<file path="config.mk">
export PLATFORM = sky130hd
export DESIGN_NAME = up_arpeggiator
export DESIGN_NICKNAME = d
export VERILOG_FILES = /design/src/design/ua_pkg.sv /design/src/design/ua_ram.sv /design/src/design/ua_front.sv /design/src/design/ua_back.sv /design/src/design/up_arpeggiator.sv
export SDC_FILE = /design/constraint.sdc
export NUM_CORES = 2
export LEC_CHECK = 0
export ABC_AREA = 1
export BUFFER_PORTS_ARGS = -buffer_cell sky130_fd_sc_hd__buf_2
export CAP_MARGIN = 10
export CORE_MARGIN = 1
export CORE_UTILIZATION = 57
export DETAILED_ROUTE_END_ITERATION = 8
export PLACE_DENSITY = 0.76
export SLEW_MARGIN = 10
export SYNTH_ARGS = -nofsm -noshare
export SYNTH_HDL_FRONTEND = slang
export SYNTH_SLANG_ARGS = --single-unit
</file>
<file path="constraint.sdc">
create_clock -name i_clk -period 4.7 [get_ports i_clk]
set_input_delay 0.47 -clock i_clk [delete_from_list [all_inputs] [get_ports i_clk]]
set_output_delay 0.47 -clock i_clk [all_outputs]
set_load 0.01 [all_outputs]
</file>
<file path="src/design/ua_pkg.sv">
// Shared types and constants of the up arpeggiator.
// Used by the front, back and top level files; depends on nothing else.
package ua_pkg;

    localparam int NOTE_SLOTS  = 128;
    localparam int ADDR_W      = $clog2(NOTE_SLOTS);
    localparam int COUNT_W     = $clog2(NOTE_SLOTS + 1);
    localparam int NOTE_W      = 7;
    localparam int VEL_W       = 7;
    localparam int STEP_W      = 8;
    localparam int REM_W       = STEP_W + 1;
    localparam int QUEUE_DEPTH = 2;
    localparam int QPTR_W      = (QUEUE_DEPTH > 1) ? $clog2(QUEUE_DEPTH) : 1;
    localparam int QFILL_W     = $clog2(QUEUE_DEPTH + 1);

    localparam logic FUNC_NOTE = 1'b0;
    localparam logic FUNC_TICK = 1'b1;

    typedef struct packed {
        logic              func;
        logic [NOTE_W-1:0] note;
        logic [VEL_W-1:0]  vel;
    } t_item;

endpackage

</file>
<file path="src/design/ua_ram.sv">
// Generic single write port, single read port RAM with a registered read.
// Depends on nothing.
module ua_ram #(
    parameter int WIDTH = 8,
    parameter int DEPTH = 16
) (
    input  logic                     i_clk,
    input  logic                     i_we,
    input  logic [$clog2(DEPTH)-1:0] i_waddr,
    input  logic [WIDTH-1:0]         i_wdata,
    input  logic                     i_re,
    input  logic [$clog2(DEPTH)-1:0] i_raddr,
    output logic [WIDTH-1:0]         o_rdata
);

    logic [WIDTH-1:0] r_mem [DEPTH];
    logic [WIDTH-1:0] r_rdata;

    always_ff @(posedge i_clk) begin
        if (i_we) begin
            r_mem[i_waddr] <= i_wdata;
        end
        if (i_re) begin
            r_rdata <= r_mem[i_raddr];
        end
    end

    assign o_rdata = r_rdata;

endmodule

</file>
<file path="src/design/ua_front.sv">
// Front end: takes command transactions, drops note events outside the table
// and queues the rest for the back end. Depends on ua_pkg.
module ua_front (
    input  logic          i_clk,
    input  logic          i_rst_n,
    input  logic          i_start,
    output logic          o_busy,
    input  ua_pkg::t_item i_item,
    output logic          o_valid,
    output ua_pkg::t_item o_item,
    input  logic          i_pop
);

    localparam int DEPTH   = ua_pkg::QUEUE_DEPTH;
    localparam int QPTR_W  = ua_pkg::QPTR_W;
    localparam int QFILL_W = ua_pkg::QFILL_W;
    localparam int REM_W   = ua_pkg::REM_W;

    ua_pkg::t_item      r_q [DEPTH];
    logic [QPTR_W-1:0]  r_wptr, n_wptr;
    logic [QPTR_W-1:0]  r_rptr, n_rptr;
    logic [QFILL_W-1:0] r_fill, n_fill;
    logic               w_accept;
    logic               w_keep;
    logic               w_push;
    logic               w_pop;

    assign o_busy   = (r_fill == QFILL_W'(DEPTH));
    assign o_valid  = (r_fill != '0);
    assign o_item   = r_q[r_rptr];
    assign w_accept = i_start && !o_busy;

    // A note event for a note past the table changes nothing, so it is not queued.
    assign w_keep = (i_item.func == ua_pkg::FUNC_TICK)
                 || (REM_W'(i_item.note) < REM_W'(ua_pkg::NOTE_SLOTS));
    assign w_push = w_accept && w_keep;
    assign w_pop  = i_pop && o_valid;

    always_comb begin
        n_wptr = r_wptr;
        n_rptr = r_rptr;
        n_fill = r_fill;
        if (w_push) begin
            n_wptr = (r_wptr == QPTR_W'(DEPTH - 1)) ? '0 : QPTR_W'(r_wptr + 1'b1);
        end
        if (w_pop) begin
            n_rptr = (r_rptr == QPTR_W'(DEPTH - 1)) ? '0 : QPTR_W'(r_rptr + 1'b1);
        end
        if (w_push && !w_pop) begin
            n_fill = QFILL_W'(r_fill + 1'b1);
        end else if (w_pop && !w_push) begin
            n_fill = QFILL_W'(r_fill - 1'b1);
        end
    end

    always_ff @(posedge i_clk) begin
        if (!i_rst_n) begin
            r_wptr <= '0;
            r_rptr <= '0;
            r_fill <= '0;
        end else begin
            r_wptr <= n_wptr;
            r_rptr <= n_rptr;
            r_fill <= n_fill;
        end
    end

    always_ff @(posedge i_clk) begin
        if (w_push) begin
            r_q[r_wptr] <= i_item;
        end
    end

endmodule

</file>
<file path="src/design/ua_back.sv">
// Back end: applies note events to the held-note table and runs ticks
// (note-off, step modulo, ascending scan, note-on). Depends on ua_pkg and ua_ram.
module ua_back (
    input  logic                     i_clk,
    input  logic                     i_rst_n,
    input  logic                     i_valid,
    input  ua_pkg::t_item            i_item,
    output logic                     o_pop,
    output logic                     o_strobe,
    output logic [ua_pkg::NOTE_W-1:0] o_out_note,
    output logic [ua_pkg::VEL_W-1:0] o_out_velocity,
    output logic                     o_bang,
    output logic                     o_last
);

    localparam int SLOTS   = ua_pkg::NOTE_SLOTS;
    localparam int ADDR_W  = ua_pkg::ADDR_W;
    localparam int COUNT_W = ua_pkg::COUNT_W;
    localparam int NOTE_W  = ua_pkg::NOTE_W;
    localparam int VEL_W   = ua_pkg::VEL_W;
    localparam int STEP_W  = ua_pkg::STEP_W;
    localparam int REM_W   = ua_pkg::REM_W;

    typedef enum logic [3:0] {
        ST_IDLE = 4'b0001,
        ST_MOD  = 4'b0010,
        ST_SCAN = 4'b0100,
        ST_READ = 4'b1000
    } t_state;

    t_state             r_state, n_state;
    logic [SLOTS-1:0]   r_held, n_held;
    logic [COUNT_W-1:0] r_count, n_count;
    logic [STEP_W-1:0]  r_step, n_step;
    logic               r_sounding_valid, n_sounding_valid;
    logic [NOTE_W-1:0]  r_sounding_note, n_sounding_note;
    logic [REM_W-1:0]   r_rem, n_rem;
    logic [COUNT_W-1:0] r_seen, n_seen;
    logic [ADDR_W-1:0]  r_addr, n_addr;
    logic               r_strobe, n_strobe;
    logic [NOTE_W-1:0]  r_note, n_note;
    logic [VEL_W-1:0]   r_vel, n_vel;
    logic               r_bang, n_bang;
    logic               r_last, n_last;

    logic               w_we;
    logic [ADDR_W-1:0]  w_waddr;
    logic               w_re;
    logic [VEL_W-1:0]   w_rdata;
    logic               w_hold;

    ua_ram #(
        .WIDTH (VEL_W),
        .DEPTH (SLOTS)
    ) u_table (
        .i_clk   (i_clk),
        .i_we    (w_we),
        .i_waddr (w_waddr),
        .i_wdata (i_item.vel),
        .i_re    (w_re),
        .i_raddr (r_addr),
        .o_rdata (w_rdata)
    );

    assign w_waddr = ADDR_W'(i_item.note);
    assign w_hold  = (i_item.vel != '0);

    always_comb begin
        n_state          = r_state;
        n_held           = r_held;
        n_count          = r_count;
        n_step           = r_step;
        n_sounding_valid = r_sounding_valid;
        n_sounding_note  = r_sounding_note;
        n_rem            = r_rem;
        n_seen           = r_seen;
        n_addr           = r_addr;
        n_strobe         = 1'b0;
        n_note           = r_note;
        n_vel            = r_vel;
        n_bang           = r_bang;
        n_last           = r_last;
        o_pop            = 1'b0;
        w_we             = 1'b0;
        w_re             = 1'b0;

        unique case (r_state)
            ST_IDLE: begin
                if (i_valid) begin
                    o_pop = 1'b1;
                    if (i_item.func == ua_pkg::FUNC_NOTE) begin
                        // The held bit doubles as the table's valid bit, so the
                        // RAM never needs clearing.
                        w_we            = 1'b1;
                        n_held[w_waddr] = w_hold;
                        if (w_hold && !r_held[w_waddr]) begin
                            n_count = COUNT_W'(r_count + 1'b1);
                        end else if (!w_hold && r_held[w_waddr]) begin
                            n_count = COUNT_W'(r_count - 1'b1);
                        end
                    end else begin
                        if (r_sounding_valid) begin
                            n_strobe         = 1'b1;
                            n_note           = r_sounding_note;
                            n_vel            = '0;
                            n_bang           = 1'b0;
                            n_last           = (r_count == '0);
                            n_sounding_valid = 1'b0;
                        end
                        if (r_count == '0) begin
                            n_step = '0;
                        end else begin
                            n_rem   = REM_W'(r_step) + REM_W'(1);
                            n_state = ST_MOD;
                        end
                    end
                end
            end
            ST_MOD: begin
                // Modulo by repeated subtraction; the index is normally below the count, so
                // at most one subtraction is then needed.
                if (r_rem >= REM_W'(r_count)) begin
                    n_rem = r_rem - REM_W'(r_count);
                end else begin
                    n_step  = r_rem[STEP_W-1:0];
                    n_seen  = '0;
                    n_addr  = '0;
                    n_state = ST_SCAN;
                end
            end
            ST_SCAN: begin
                if (r_held[r_addr] && (REM_W'(r_seen) == r_rem)) begin
                    w_re    = 1'b1;
                    n_state = ST_READ;
                end else begin
                    if (r_held[r_addr]) begin
                        n_seen = COUNT_W'(r_seen + 1'b1);
                    end
                    n_addr = ADDR_W'(r_addr + 1'b1);
                end
            end
            ST_READ: begin
                n_strobe         = 1'b1;
                n_note           = NOTE_W'(r_addr);
                n_vel            = w_rdata;
                n_bang           = 1'b1;
                n_last           = 1'b1;
                n_sounding_valid = 1'b1;
                n_sounding_note  = NOTE_W'(r_addr);
                n_state          = ST_IDLE;
            end
            default: begin
                n_state = ST_IDLE;
            end
        endcase
    end

    always_ff @(posedge i_clk) begin
        if (!i_rst_n) begin
            r_state          <= ST_IDLE;
            r_held           <= '0;
            r_count          <= '0;
            r_step           <= '0;
            r_sounding_valid <= 1'b0;
            r_sounding_note  <= '0;
            r_strobe         <= 1'b0;
        end else begin
            r_state          <= n_state;
            r_held           <= n_held;
            r_count          <= n_count;
            r_step           <= n_step;
            r_sounding_valid <= n_sounding_valid;
            r_sounding_note  <= n_sounding_note;
            r_strobe         <= n_strobe;
        end
    end

    always_ff @(posedge i_clk) begin
        r_rem  <= n_rem;
        r_seen <= n_seen;
        r_addr <= n_addr;
        r_note <= n_note;
        r_vel  <= n_vel;
        r_bang <= n_bang;
        r_last <= n_last;
    end

    assign o_strobe       = r_strobe;
    assign o_out_note     = r_note;
    assign o_out_velocity = r_vel;
    assign o_bang         = r_bang;
    assign o_last         = r_last;

    a_count_bound: assert property (@(posedge i_clk) disable iff (!i_rst_n)
        REM_W'(r_count) <= REM_W'(SLOTS))
        else $error("held-note count exceeds the table size");

    a_scan_has_notes: assert property (@(posedge i_clk) disable iff (!i_rst_n)
        (r_state == ST_SCAN) |-> (r_count != '0))
        else $error("scan started with no held notes");

    a_read_is_held: assert property (@(posedge i_clk) disable iff (!i_rst_n)
        (r_state == ST_READ) |-> r_held[r_addr])
        else $error("note-on read targets an entry that is not held");

    a_bang_sounds: assert property (@(posedge i_clk) disable iff (!i_rst_n)
        (r_strobe && r_bang) |-> (r_sounding_valid && (r_sounding_note == r_note)))
        else $error("note-on sent without recording the sounding note");

endmodule

</file>
<file path="src/design/up_arpeggiator.sv">
// Top level of the up arpeggiator: joins the front end queue and the back end.
// Depends on ua_pkg, ua_front and ua_back.
//
// A transaction is taken when start is high and busy is low; busy rises only
// when the two-entry command queue is full. The back end applies a note event
// in its idle state. A tick sends the optional note-off as it is taken, then
// runs the step modulo (one subtraction per cycle), then scans the held-note
// bits one entry per cycle up to the selected note and then reads the table
// RAM. The ascending scan and the single read port of the table set the cost
// of a tick. Each result shows on the o_ ports for exactly one cycle with
// o_strobe high and cannot be held off. The held-note table is empty straight
// after reset with no clearing pass.
module up_arpeggiator (
    input  logic                      i_clk,
    input  logic                      i_rst_n,
    input  logic                      start,
    output logic                      busy,
    input  logic                      i_func,
    input  logic [ua_pkg::NOTE_W-1:0] i_note_number,
    input  logic [ua_pkg::VEL_W-1:0]  i_note_velocity,
    output logic                      o_strobe,
    output logic [ua_pkg::NOTE_W-1:0] o_out_note,
    output logic [ua_pkg::VEL_W-1:0]  o_out_velocity,
    output logic                      o_bang,
    output logic                      o_last
);

    ua_pkg::t_item w_in_item;
    ua_pkg::t_item w_q_item;
    logic          w_q_valid;
    logic          w_pop;

    assign w_in_item.func = i_func;
    assign w_in_item.note = i_note_number;
    assign w_in_item.vel  = i_note_velocity;

    ua_front u_front (
        .i_clk   (i_clk),
        .i_rst_n (i_rst_n),
        .i_start (start),
        .o_busy  (busy),
        .i_item  (w_in_item),
        .o_valid (w_q_valid),
        .o_item  (w_q_item),
        .i_pop   (w_pop)
    );

    ua_back u_back (
        .i_clk          (i_clk),
        .i_rst_n        (i_rst_n),
        .i_valid        (w_q_valid),
        .i_item         (w_q_item),
        .o_pop          (w_pop),
        .o_strobe       (o_strobe),
        .o_out_note     (o_out_note),
        .o_out_velocity (o_out_velocity),
        .o_bang         (o_bang),
        .o_last         (o_last)
    );

endmodule

</file>
==> flow_metrics.env <==
export IMPL_synthTopCellsByCount="973 x edfxtp_1, 813 x nor2_1, 670 x o21ai_0, 496 x nand2_1, 202 x inv_1"
export IMPL_die_y_um=294
export IMPL_drc_errors=0
export IMPL_min_period_ns=4.21
export IMPL_cts_buffer_depth=3
export IMPL_crit_path_max_incr_delay_ns=0.71
export IMPL_ir_drop_uv=488
export IMPL_io_buffer_count=35
export IMPL_min_period_over_period_pct=89.6
export IMPL_pwr_density_cell_nw_per_um2=480
export IMPL_grt_pass1_wl_um=194000
export IMPL_syn_inst=4546
export IMPL_pre_cts_ws_ns=0.273
export IMPL_wirelength_um=129000
export IMPL_worstHoldStart="i_note_number[0]"
export IMPL_reg2reg_depth=22
export IMPL_ff2ff_setup_slack_ns=0.49
export IMPL_drive_gt1_share_pct=9.14
export IMPL_crit_slowest_cell="o21ai_4"
export IMPL_synth_cell_types=45
export IMPL_total_power_mw=25.5
export IMPL_setup_tns_ns=0
export IMPL_synth_edf_count=973
export IMPL_status="completed"
export IMPL_crit_type="reg2reg"
export IMPL_grt_usage_pct=29.7
export IMPL_synth_most_common_cell="edfxtp_1"
export IMPL_die_area_um2=86200
export IMPL_dp_hpwl_um=78300
export IMPL_syn_cell_area_um2=48500
export IMPL_core_um2=84000
export IMPL_slew_violations=0
export IMPL_rr_endpoint="u_back.r_count[7]$_SDFFE_PN0P_"
export IMPL_leakage_nw=17.5
export IMPL_crit_path_frequent_cell="nand2_1"
export IMPL_finalClockSkew_ns=0.0267
export IMPL_grt_max_degree=207
export IMPL_hold_viol_final=0
export IMPL_numCtsBuffers=110
export IMPL_antenna_found_initial=0
export IMPL_grt_overflow_total=0
export IMPL_post_cts_buffers=0
export IMPL_grt_pass1_vias=32200
export IMPL_min_delay_path_depth=1
export IMPL_yosysTopAreaCellShare_pct=60.3
export IMPL_io_pins=36
export IMPL_slew_headroom_pct=24.3
export IMPL_syn2layout_area_growth_pct=9.75
export IMPL_endpoint_kind="flip-flop"
export IMPL_cp_required_ns=5.35
export IMPL_ys_flop_type="edfxtp_1"
export IMPL_die_x_um=294
export IMPL_worstMarginPinSlew_ns=1.13
export IMPL_cap_violations=0
export IMPL_htreeDepth=3
export IMPL_via_per_inst=6.14
export IMPL_ys_seq_area_share_pct=67.0
export IMPL_yosysWarnings=0
export IMPL_timing_fmax_ghz=0.237
export IMPL_clockRootBuffer="clkbuf_16"
export IMPL_syn_nets=4585
export IMPL_rsz0062_at_grt="false"
export IMPL_crit_fanout=30
export IMPL_via_count=34949
export IMPL_clk_pin_slew_ns=0.06
export IMPL_start_util_pct=57.7
export IMPL_clock_sinks=1135
export IMPL_ant_nets=0
export IMPL_gp_congestion=0.967
export IMPL_crit_path_cell_trace="buf_4 -> o21ai_4 -> nand3_1 -> nor2_1 -> nor2_1 -> nand4_1 -> nand2_1 -> nand4_1 -> nand2_1 -> nand2_1 -> nor2_2 -> ha_1 -> inv_1 -> ha_1 -> a21oi_1 -> nand2_1 -> nand4_1 -> o211ai_1 -> a21oi_1 -> o21ai_1 -> a21oi_1 -> o21a_1"
export IMPL_synth_area_leader_cell="edfxtp_1"
export IMPL_synth_seq_cells=1135
export IMPL_drtIter0Drc=4896
export IMPL_ys_async_sr_fraction_pct=0
export IMPL_holdPathEnd="u_front.r_q[0][7]$_DFFE_PP_"
export IMPL_row_count=106
export IMPL_drt_pass1_iterations=8
export IMPL_hold_path_class="in2reg"
export IMPL_antenna_cells=0
export IMPL_final_setup_viol_count=0
export IMPL_cts_tree="yes"
export IMPL_synthTopCellsByArea="edfxtp_1 60%, o21ai_0 6.9%, dfxtp_1 6.7%, nor2_1 6.3%, nand2_1 3.8%"
export IMPL_nNetsFinal=4507
export IMPL_crit_arrival_ns=4.86
export IMPL_startpoint_type="flip-flop"
export IMPL_wl_per_cell_um=22.6
export IMPL_fin_ws_ns=0.488
export IMPL_syn_area_per_cell_um2=10.7
export IMPL_clock_latency_ns=0.70
==> stage by stage <==
| step | util [%] | cells | instance area (µm²) | hold slack (ns) |
|---|---|---|---|---|
| after floorplan | - | 4546 | 48500 | 0.439 |
| after global placement | 58.8 | 5476 | 49300 | 0.450 |
| after detailed placement | 58.8 | 5476 | 49300 | 0.460 |
| after CTS | 63.3 | 5694 | 53200 | 0.0345 |
| after global routing | 63.4 | 5694 | 53200 | 0.0561 |
| final | 63.4 | 5694 | 53200 | 0.0655 |
==> cell usage in the layout, fill, tap and decap left out, types with 57 or more instances in the layout <==
cell and n:
edfxtp_1 973, nor2_1 810, o21ai_0 670, nand2_1 494, inv_1 194, dfxtp_1 161
nand3_1 160, o22ai_1 130, a21oi_1 128, clkbuf_16 111, nor3_1 104, o211ai_1 80
nor2_2 65, o21ai_1 57
==> worst max-delay path, delay by kind of cell, from the launching register on <==
family                   cells  cell delay [ns]
buffers and inverters        2             0.44
AO/OA/AOI/OAI                7             1.48
AND/OR/NAND/NOR             11             1.32
flip-flops                   1             0.38
adder cells (fa/ha/maj)      2             0.53
==> area by class of cell <==
cell class / count / area (µm²)
repair buffers: 111 / 908
multi-input cells: 2860 / 13700
inverters: 250 / 963
fillers: 6346 / 30800
clock buffers: 140 / 3020
flip-flops and latches: 1135 / 32500
well taps: 1134 / 1420
clock inverters: 64 / 684
==> state kept, by name, indices dropped and copies added (netlist names), 8 cells and up, named ones only <==
name,count
u_back.u_table.r_mem,896
u_back.r_held,128
u_front.r_q,30
u_back.r_rem,9
u_back.r_count,8
u_back.r_seen,8
u_back.r_step,8
==> routing by layer <==
layer / vias to the layer above / GRT usage, % / routed length (µm) / share of wire, %
met3: 249 / 5.21 / 14100 / 11
met1: 16843 / 43.0 / 51500 / 40
met4: 0 / 11.1 / 4430 / 3.4
met2: 1962 / 45.2 / 58900 / 46
met5: - / 0 / 0 / 0
li1: 15895 / - / - / -
==> repair_timing <==
action                     CTS  global route
hold buffers                14             0
hold endpoints to repair    28             0
setup endpoints to repair    0             3
resized for setup            0             2
==> how the worst max path moves through the flow <==
stage                    from                              to  cells after the start
finish              flip-flop  u_back.r_count[7]$_SDFFE_PN0P_                     22
global route        flip-flop  u_back.r_count[7]$_SDFFE_PN0P_                     22
CTS                 flip-flop  u_back.r_count[7]$_SDFFE_PN0P_                     24
detailed placement  flip-flop  u_back.r_count[7]$_SDFFE_PN0P_                     24
global placement    flip-flop  u_back.r_count[7]$_SDFFE_PN0P_                     24
floorplan           flip-flop  u_back.r_count[7]$_SDFFE_PN0P_                     19
==> kinds of logic (layout without fill, tap and decap cells) <==
logic type	count (synthesis)	in the layout	synth area share [%]
xor+xnor	14	14	0.253
compound gates	1133	1133	12.9
mux	2	2	0.0413
simple gates	1690	1690	14.5
flops	1135	1135	67.0
fa+ha+maj	21	21	0.573
buf+inv	551	565	4.78
==> power by group <==
| group | switching (mW) | internal [mW] |
|---|---|---|
| sequential | 0.150 | 12.2 |
| clock | 3.80 | 5.20 |
| combinational | 3.33 | 0.792 |
Note: power is estimated with default switching activity, not from simulation.
